==> src/rtl/dbof_pkg.sv <==
package dbof_pkg;

  localparam int FIFO_DEPTH   = 64;
  localparam int BUDGET_LIMIT = 16;

  localparam int HANDLE_W = 32;
  localparam int BUDGET_W = 5;
  localparam int LIMIT_W  = 7;
  localparam int CFG_W    = LIMIT_W;
  localparam int CODE_W   = 3;
  localparam int PTR_W    = (FIFO_DEPTH > 1) ? $clog2(FIFO_DEPTH) : 1;
  localparam int CNT_W    = $clog2(FIFO_DEPTH + 1);
  localparam int CMP_W    = (CNT_W > LIMIT_W) ? CNT_W : LIMIT_W;

  localparam logic [1:0] CFG_SEND_BUDGET      = 2'd0;
  localparam logic [1:0] CFG_FIFO_LIMIT       = 2'd1;
  localparam logic [1:0] CFG_OVERWRITE_OLDEST = 2'd2;

  typedef enum logic [1:0] {
    ACT_ARRIVE    = 2'd0,
    ACT_EOC       = 2'd1,
    ACT_LINK_UP   = 2'd2,
    ACT_LINK_DOWN = 2'd3
  } action_t;

  typedef enum logic [CODE_W-1:0] {
    CODE_OK          = 3'd0,
    CODE_STORED      = 3'd1,
    CODE_REFUSED     = 3'd2,
    CODE_NOT_FOUND   = 3'd3,
    CODE_SEND_FAILED = 3'd4
  } code_t;

  // which result the datapath builds
  typedef enum logic [2:0] {
    RES_DIRECT,
    RES_DROP,
    RES_STORED,
    RES_REFUSED,
    RES_DRAIN
  } res_t;

  typedef struct packed {
    logic latch;
    logic emit;
    res_t res_sel;
    logic last;
    logic push;
    logic pop;
    logic sent_inc;
    logic sent_clr;
    logic link_set;
    logic link_clr;
  } dbof_cmd_t;

  typedef struct packed {
    action_t action;
    logic    direct;
    logic    found;
    logic    accepted;
    logic    full;
    logic    can_drop;
    logic    drain_ok;
    logic    drain_more;
  } dbof_sts_t;

endpackage

==> src/rtl/dbof_ctrl.sv <==
module dbof_ctrl
  import dbof_pkg::*;
(
  input  logic      clk,
  input  logic      rst_n,
  input  logic      start,
  input  dbof_sts_t sts,
  output dbof_cmd_t cmd,
  output logic      busy
);

  typedef enum logic [2:0] {
    S_IDLE,
    S_EVAL,
    S_DROP_RD,
    S_DROP_OUT,
    S_PUSH,
    S_DRAIN_RD,
    S_DRAIN_OUT
  } state_t;

  state_t state_r, state_nxt;
  logic   busy_r;

  always_comb begin
    cmd       = '0;
    cmd.res_sel = RES_DIRECT;
    state_nxt = state_r;
    unique case (state_r)
      S_IDLE: begin
        if (start) begin
          cmd.latch = 1'b1;
          state_nxt = S_EVAL;
        end
      end
      S_EVAL: begin
        state_nxt = S_IDLE;
        unique case (sts.action)
          ACT_ARRIVE: begin
            if (sts.direct) begin
              cmd.emit     = 1'b1;
              cmd.last     = 1'b1;
              cmd.res_sel  = RES_DIRECT;
              cmd.sent_inc = sts.found & sts.accepted;
            end else if (sts.can_drop) begin
              state_nxt = S_DROP_RD;
            end else if (sts.full) begin
              cmd.emit    = 1'b1;
              cmd.last    = 1'b1;
              cmd.res_sel = RES_REFUSED;
            end else begin
              cmd.emit    = 1'b1;
              cmd.last    = 1'b1;
              cmd.res_sel = RES_STORED;
              cmd.push    = 1'b1;
            end
          end
          ACT_EOC: begin
            if (sts.drain_ok) begin
              state_nxt = S_DRAIN_RD;
            end else begin
              cmd.sent_clr = 1'b1;
            end
          end
          ACT_LINK_UP:   cmd.link_set = 1'b1;
          ACT_LINK_DOWN: cmd.link_clr = 1'b1;
          default: ;
        endcase
      end
      // wait for the registered read of the oldest slot
      S_DROP_RD: state_nxt = S_DROP_OUT;
      S_DROP_OUT: begin
        cmd.emit    = 1'b1;
        cmd.res_sel = RES_DROP;
        cmd.pop     = 1'b1;
        state_nxt   = S_PUSH;
      end
      S_PUSH: begin
        cmd.emit    = 1'b1;
        cmd.last    = 1'b1;
        cmd.res_sel = RES_STORED;
        cmd.push    = 1'b1;
        state_nxt   = S_IDLE;
      end
      S_DRAIN_RD: state_nxt = S_DRAIN_OUT;
      S_DRAIN_OUT: begin
        cmd.emit     = 1'b1;
        cmd.res_sel  = RES_DRAIN;
        cmd.pop      = 1'b1;
        cmd.sent_inc = 1'b1;
        if (sts.drain_more) begin
          state_nxt = S_DRAIN_RD;
        end else begin
          cmd.last     = 1'b1;
          cmd.sent_clr = 1'b1;
          state_nxt    = S_IDLE;
        end
      end
      default: state_nxt = S_IDLE;
    endcase
  end

  always_ff @(posedge clk) begin
    if (!rst_n) begin
      state_r <= S_IDLE;
      busy_r  <= 1'b0;
    end else begin
      state_r <= state_nxt;
      busy_r  <= (state_nxt != S_IDLE);
    end
  end

  assign busy = busy_r;

endmodule

==> src/rtl/dbof_dp.sv <==
module dbof_dp
  import dbof_pkg::*;
(
  input  logic                clk,
  input  logic                rst_n,
  input  dbof_cmd_t           cmd,
  output dbof_sts_t           sts,
  input  logic [1:0]          in_action,
  input  logic [HANDLE_W-1:0] in_handle,
  input  logic                in_entry_found,
  input  logic                in_send_accepted,
  input  logic                cfg_we,
  input  logic [1:0]          cfg_index,
  input  logic [CFG_W-1:0]    cfg_data,
  output logic                out_valid,
  output logic [HANDLE_W-1:0] out_handle,
  output logic                out_transmit,
  output logic                out_release_res,
  output logic [CODE_W-1:0]   out_code,
  output logic                out_last
);

  logic [BUDGET_W-1:0] budget_r;
  logic [LIMIT_W-1:0]  limit_r;
  logic                ovw_r;

  action_t             act_r;
  logic [HANDLE_W-1:0] hdl_r;
  logic                found_r;
  logic                acc_r;

  logic [HANDLE_W-1:0] mem [FIFO_DEPTH];
  logic [HANDLE_W-1:0] rd_data_r;
  logic [PTR_W-1:0]    rd_ptr_r, wr_ptr_r;
  logic [CNT_W-1:0]    fill_r, fill_nxt;
  logic                link_r;
  logic [BUDGET_W-1:0] sent_r;

  logic                valid_r;
  logic [HANDLE_W-1:0] ohdl_r;
  logic                otx_r, orel_r, olast_r;
  code_t               ocode_r;

  logic [HANDLE_W-1:0] res_hdl;
  logic                res_tx, res_rel;
  code_t               res_code;

  logic                budget_left, full;

  function automatic logic [PTR_W-1:0] ptr_inc(input logic [PTR_W-1:0] p);
    if (p == PTR_W'(FIFO_DEPTH - 1)) begin
      return '0;
    end
    return p + PTR_W'(1);
  endfunction

  assign budget_left = (sent_r < budget_r);
  assign full = (CMP_W'(fill_r) >= CMP_W'(limit_r)) || (fill_r >= CNT_W'(FIFO_DEPTH));

  assign sts.action     = act_r;
  assign sts.direct     = link_r & budget_left;
  assign sts.found      = found_r;
  assign sts.accepted   = acc_r;
  assign sts.full       = full;
  assign sts.can_drop   = full & ovw_r & (fill_r != '0);
  assign sts.drain_ok   = link_r & (fill_r != '0) & budget_left;
  assign sts.drain_more = link_r & (fill_r > CNT_W'(1)) &
                          (({1'b0, sent_r} + 1'b1) < {1'b0, budget_r});

  // configuration; a limit above FIFO_DEPTH or a budget field above BUDGET_LIMIT keeps the old setting
  always_ff @(posedge clk) begin
    if (!rst_n) begin
      budget_r <= BUDGET_W'(5);
      limit_r  <= LIMIT_W'(FIFO_DEPTH);
      ovw_r    <= 1'b0;
    end else if (cfg_we) begin
      unique case (cfg_index)
        CFG_SEND_BUDGET: begin
          if ({2'b00, cfg_data[BUDGET_W-1:0]} <= 7'(BUDGET_LIMIT)) begin
            budget_r <= cfg_data[BUDGET_W-1:0];
          end
        end
        CFG_FIFO_LIMIT: begin
          if (CMP_W'(cfg_data) <= CMP_W'(FIFO_DEPTH)) begin
            limit_r <= cfg_data;
          end
        end
        CFG_OVERWRITE_OLDEST: ovw_r <= cfg_data[0];
        default: ;
      endcase
    end
  end

  always_ff @(posedge clk) begin
    if (cmd.latch) begin
      act_r   <= action_t'(in_action);
      hdl_r   <= in_handle;
      found_r <= in_entry_found;
      acc_r   <= in_send_accepted;
    end
  end

  always_ff @(posedge clk) begin
    if (cmd.push) begin
      mem[wr_ptr_r] <= hdl_r;
    end
    rd_data_r <= mem[rd_ptr_r];
  end

  always_comb begin
    case ({cmd.push, cmd.pop})
      2'b10:   fill_nxt = fill_r + CNT_W'(1);
      2'b01:   fill_nxt = fill_r - CNT_W'(1);
      default: fill_nxt = fill_r;
    endcase
  end

  always_ff @(posedge clk) begin
    if (!rst_n) begin
      rd_ptr_r <= '0;
      wr_ptr_r <= '0;
      fill_r   <= '0;
      link_r   <= 1'b0;
      sent_r   <= '0;
    end else begin
      if (cmd.push) wr_ptr_r <= ptr_inc(wr_ptr_r);
      if (cmd.pop)  rd_ptr_r <= ptr_inc(rd_ptr_r);
      fill_r <= fill_nxt;
      if (cmd.link_set) link_r <= 1'b1;
      else if (cmd.link_clr) link_r <= 1'b0;
      // clear wins over the final drain's count
      if (cmd.sent_clr) sent_r <= '0;
      else if (cmd.sent_inc) sent_r <= sent_r + BUDGET_W'(1);
    end
  end

  always_comb begin
    res_hdl  = hdl_r;
    res_tx   = 1'b0;
    res_rel  = 1'b0;
    res_code = CODE_OK;
    case (cmd.res_sel)
      RES_DIRECT: begin
        if (!found_r) begin
          res_code = CODE_NOT_FOUND;
        end else if (acc_r) begin
          res_tx   = 1'b1;
          res_rel  = 1'b1;
          res_code = CODE_OK;
        end else begin
          res_code = CODE_SEND_FAILED;
        end
      end
      RES_DROP: begin
        res_hdl  = rd_data_r;
        res_rel  = 1'b1;
        res_code = CODE_OK;
      end
      RES_STORED:  res_code = CODE_STORED;
      RES_REFUSED: res_code = CODE_REFUSED;
      RES_DRAIN: begin
        res_hdl  = rd_data_r;
        res_tx   = 1'b1;
        res_rel  = 1'b1;
        res_code = CODE_OK;
      end
      default: ;
    endcase
  end

  always_ff @(posedge clk) begin
    if (!rst_n) begin
      valid_r <= 1'b0;
    end else begin
      valid_r <= cmd.emit;
    end
  end

  always_ff @(posedge clk) begin
    if (cmd.emit) begin
      ohdl_r  <= res_hdl;
      otx_r   <= res_tx;
      orel_r  <= res_rel;
      ocode_r <= res_code;
      olast_r <= cmd.last;
    end
  end

  assign out_valid       = valid_r;
  assign out_handle      = ohdl_r;
  assign out_transmit    = otx_r;
  assign out_release_res = orel_r;
  assign out_code        = ocode_r;
  assign out_last        = olast_r;

endmodule

==> src/rtl/downlink_budget_overflow_fifo.sv <==
// Downlink scheduler with a per-cycle send budget and a bounded overflow FIFO.
// Input: pulse start with in_action, in_handle, in_entry_found and
// in_send_accepted; the word is taken when start is high and busy is low.
// Results: each word shows on out_* for one cycle with out_valid high and
// out_last on the final word of an input; the receiver cannot stall, so
// results must be taken as they come.
// Configuration: cfg_valid/cfg_ready with cfg_index and cfg_data; ready
// follows !busy. Writes are meant for idle periods only.
// Timing: an arrival's result shows in the first cycle with busy low; an
// arrival that drops the oldest handle first gives the dropped handle, then
// the stored result. Link events give no result. End of cycle drains each
// handle via a read and an output state, set by the registered FIFO read port.
// Reset clears pointers, fill count, link state and the budget counter;
// FIFO contents are never cleared, the fill count guards every read.
module downlink_budget_overflow_fifo
  import dbof_pkg::*;
(
  input  logic                clk,
  input  logic                rst_n,
  input  logic                start,
  output logic                busy,
  input  logic [1:0]          in_action,
  input  logic [HANDLE_W-1:0] in_handle,
  input  logic                in_entry_found,
  input  logic                in_send_accepted,
  output logic                out_valid,
  output logic [HANDLE_W-1:0] out_handle,
  output logic                out_transmit,
  output logic                out_release_res,
  output logic [CODE_W-1:0]   out_code,
  output logic                out_last,
  input  logic                cfg_valid,
  output logic                cfg_ready,
  input  logic [1:0]          cfg_index,
  input  logic [CFG_W-1:0]    cfg_data
);

  dbof_cmd_t cmd;
  dbof_sts_t sts;

  assign cfg_ready = ~busy;

  dbof_ctrl u_ctrl (
    .clk   (clk),
    .rst_n (rst_n),
    .start (start),
    .sts   (sts),
    .cmd   (cmd),
    .busy  (busy)
  );

  dbof_dp u_dp (
    .clk              (clk),
    .rst_n            (rst_n),
    .cmd              (cmd),
    .sts              (sts),
    .in_action        (in_action),
    .in_handle        (in_handle),
    .in_entry_found   (in_entry_found),
    .in_send_accepted (in_send_accepted),
    .cfg_we           (cfg_valid & cfg_ready),
    .cfg_index        (cfg_index),
    .cfg_data         (cfg_data),
    .out_valid        (out_valid),
    .out_handle       (out_handle),
    .out_transmit     (out_transmit),
    .out_release_res  (out_release_res),
    .out_code         (out_code),
    .out_last         (out_last)
  );

  a_accept_busy: assert property (@(posedge clk) disable iff (!rst_n)
    start && !busy |=> busy)
    else $error("busy not raised after accepted word");

  a_result_in_work: assert property (@(posedge clk) disable iff (!rst_n)
    out_valid |-> $past(busy))
    else $error("result strobe outside of work on an item");

  a_drop_then_store: assert property (@(posedge clk) disable iff (!rst_n)
    cmd.emit && cmd.res_sel == RES_DROP |=> cmd.emit && cmd.push && cmd.last)
    else $error("dropped oldest handle not followed by store");

  a_push_pop_excl: assert property (@(posedge clk) disable iff (!rst_n)
    cmd.push |-> !cmd.pop)
    else $error("push and pop in the same cycle");

endmodule
==> config.mk <==
export PLATFORM = sky130hd
export DESIGN_NAME = downlink_budget_overflow_fifo
export DESIGN_NICKNAME = d
export VERILOG_FILES = /design/src/rtl/dbof_pkg.sv /design/src/rtl/dbof_ctrl.sv /design/src/rtl/dbof_dp.sv /design/src/rtl/downlink_budget_overflow_fifo.sv
export SDC_FILE = /design/constraint.sdc
export NUM_CORES = 2
export LEC_CHECK = 0
export BUFFER_PORTS_ARGS = -buffer_cell sky130_fd_sc_hd__buf_2
export CAP_MARGIN = 5
export CORE_UTILIZATION = 45
export DETAILED_ROUTE_END_ITERATION = 10
export PLACE_DENSITY = 0.62
export SLEW_MARGIN = 20
export SYNTH_ARGS = -nofsm -noshare
export SYNTH_HDL_FRONTEND = slang
export SYNTH_HIERARCHICAL = 1
export SYNTH_SLANG_ARGS = --single-unit
==> constraint.sdc <==
create_clock -name clk -period 8.7 [get_ports clk]
set_clock_uncertainty 0.1 [all_clocks]
set_input_delay 1.305 -clock clk [delete_from_list [all_inputs] [get_ports clk]]
set_output_delay 1.305 -clock clk [all_outputs]
set_load 0.05 [all_outputs]
==> summary.txt <==
Outcome
  – Outcome: finished clean

Worst setup path
  – R2R depth: 16
  – Kind of critical path: reg2reg
  – Critical path endpoint category: flop
  – Worst EP required: 9.06 ns
  – Critical path launch point type: flop
  – CP max FO: 32
  – WP data arrival: 5.61 ns

Routing
  – Via density: 6.04
  – Routed WL per cell: 31.8 um
  – Final ANT Viol Nets: 0
  – DRT iter0 DRCs: 5053
  – 1st-pass router iterations: 5
  – Routed WL: 210000 um
  – DRC errors left: 0
  – Vias: 40000

Timing
  – Final setup viols: 0
  – Final Hold Vio Count: 0
  – Post-layout min period: 5.25 ns
  – Fmax: 0.190 GHz
  – Slew HR: 19.3%
  – Worst slew pin tran: 1.21 ns
  – Setup TNS: 0 ns
  – Slew Viols, Final: 0
  – Crit path setup slack, layout: 3.45 ns
  – Final Cycle Share: 60.4%
  – Unrepaired setup endpoints after global routing: no

Synth
  – Warnings from Yosys: 6
  – Yosys cell types: 64
  – Cell area after synthesis: 83300 um2
  – Yosys reg bits: 2197
  – Top FF cell, synth: edfxtp_1
  – Seq/Total Area, Yosys: 78.3%
  – EDFF count, synth: 2122
  – Share of synthesized registers carrying an async set or reset: 0%
  – Syn nets: 3829
  – Syn Area/Cell: 22.2 um2
  – Syn Inst Count: 3756

Clock tree
  – CTS tree: built
  – CTS Hold Buffers Added: 0
  – Number of H-tree levels: 4
  – Clk pin slew, worst setup/hold paths: 0.06 ns
  – Total clock sinks: 2197
  – Worst-case clock buffer depth: 3
  – CTS Buf Count: 214
  – Clock Latency Late Sink: 0.85 ns
  – CTS-repair resized insts: 0
  – Clock root cell: clkbuf_16
  – Post-CTS Setup Bufs: 0

Worst hold path
  – Worst min path class: reg2reg
  – WHS Path Cells: 2

Floorplan
  – Initial Util: 45.4%
  – Die W: 432 um
  – Ports: 90
  – Full die area: 187000 um2
  – Core area: 183000 um2
  – Die Y: 432 um
  – Site Rows: 157

Power and ir drop
  – Cell leakage power: 28.6 nW
  – VDD IR-drop max: 0.197 mV
  – Power Total: 21.0 mW
  – Pwr Density: 222 nW/um2

Final layout
  – Share of cells above drive strength 1: 27.7%
  – Area grow syn2layout: 13.7%
  – Nets: 4031
  – Fin area: 94700 um2
  – Fillcell total: 14100
  – Commonest non-fill, non-tap cell in the layout: edfxtp_1
  – Most frequent cells in the layout: 2122 x edfxtp_1, 503 x mux4_2, 217 x clkbuf_16

Global routing
  – Gr ovfl total: 0
  – Initial antenna violation count: 6
  – GRT Util Overall: 22.5%
  – Vias in the first global route: 39100
  – Largest net degree at the start of global routing: 125
  – First-pass GRT wire length: 296000 um

Placed design
  – Dpl ws: 3.37 ns
  – DP Area: 87400 um2
  – HPWL Detailed: 120000 um
  – Port Buf Inserts: 89
  – RePlAce Congestion: 0.844

Run
  – Max-Cap Viols: 0
-- registers in the layout, indices dropped and copies added (netlist names), 2 cells and up --
register / count
u_ctrl/state_r: 3
u_dp/fill_r: 7
u_dp/rd_data_r: 32
u_dp/out_code: 3
u_dp/hdl_r: 32
u_dp/sent_r: 5
u_dp/budget_r: 5
u_dp/out_handle: 32
u_dp/rd_ptr_r: 6
u_dp/limit_r: 7
u_dp/wr_ptr_r: 6
u_dp/act_r: 2
u_dp/mem: 2048
-- critical path: stages (launching register included) --
cell and delay [ns]:
dfxtp_1 0.41, inv_1 0.12, ha_1 0.28, nand2b_1 0.14, a21o_1 0.18, a21oi_1 0.16
o21ai_0 0.12, a31o_2 0.27, and3_1 0.19, nor2_1 0.13, nand2_1 0.09, o21ai_1 0.16
buf_4 0.24, inv_1 0.11, nor2_1 0.23, nand3_1 0.74, nor2_4 1.16
-- per-stage QoR --
step                instances  hold slack, ns  util [%]
floorplan                3756           0.340         -
global placement         6175           0.360      47.5
detailed placement       6187           0.366      47.6
CTS                      6586           0.387      51.4
global route             6605           0.427      51.6
finish                   6611           0.389      51.6
-- cell usage after synthesis (all sizes together), types with 8 or more instances --
library cell,instances,area [um2]
a21oi,45,229
a221oi,8,70.1
a22o,11,96.3
a22oi,211,1580
a31oi,8,50.1
and4,20,175
buf,103,553
clkbuf,111,417
dfxtp,75,1500
edfxtp,2122,63700
ha,24,300
inv,18,67.6
mux2,38,428
mux2i,22,220
mux4,515,11600
nand2,50,188
nand2b,13,88.8
nand3,89,445
nor2,120,450
nor2b,19,119
nor3,15,75.1
o21ai,13,68.8
or4,11,82.6
xor2,15,131
-- area by class of cell --
cell class,count,area (um2),area share (%)
flip-flops and latches,2197,65200,68.9
diodes,6,15.0,0.0158
multi-input cells,1326,17600,18.6
repair buffers,200,1810,1.92
well taps,2464,3080,3.25
clock buffers,258,5660,5.98
inverters,19,71.3,0.0753
clock inverters,141,1230,1.30
-- power breakdown --
part	internal (mW)	total, mW	switching (mW)
logic	0.0396	0.318	0.278
clock network	5.12	9.08	3.96
registers	11.6	11.6	0.0103
-- cell families after synthesis --
logic type | count (synthesis) | synth area share, %
flip-flops | 2197 | 78.3
multiplexers | 575 | 14.8
adder cells (fa/ha/maj) | 24 | 0.360
buffers and inverters | 233 | 1.25
XOR/XNOR | 20 | 0.210
AND/OR/NAND/NOR | 381 | 2.34
AO/OA/AOI/OAI | 326 | 2.82
-- metal layers --
| layer | share of wire (%) | GRT usage [%] | wire length, um | up-vias |
|---|---|---|---|---|
| met4 | 2.7 | 6.27 | 5620 | 0 |
| met1 | 41 | 32.1 | 85600 | 21500 |
| met2 | 48 | 35.6 | 101000 | 1773 |
| li1 | - | - | - | 16400 |
| met3 | 8.4 | 4.29 | 17700 | 262 |
| met5 | 0 | 0 | 0 | - |
-- path summary, 6_finish.rpt --
check	from	to	slack, ns
hold reg to reg	u_dp/limit_r[6]	u_dp/limit_r[6]	0.39
hold / removal	u_dp/limit_r[6]	u_dp/limit_r[6]	0.39
setup / recovery	u_dp/fill_r[0]	u_dp/mem[62][12]	3.45
setup reg to reg	u_dp/fill_r[0]	u_dp/mem[62][12]	3.45
Note: power is estimated with default switching activity, not from simulation.
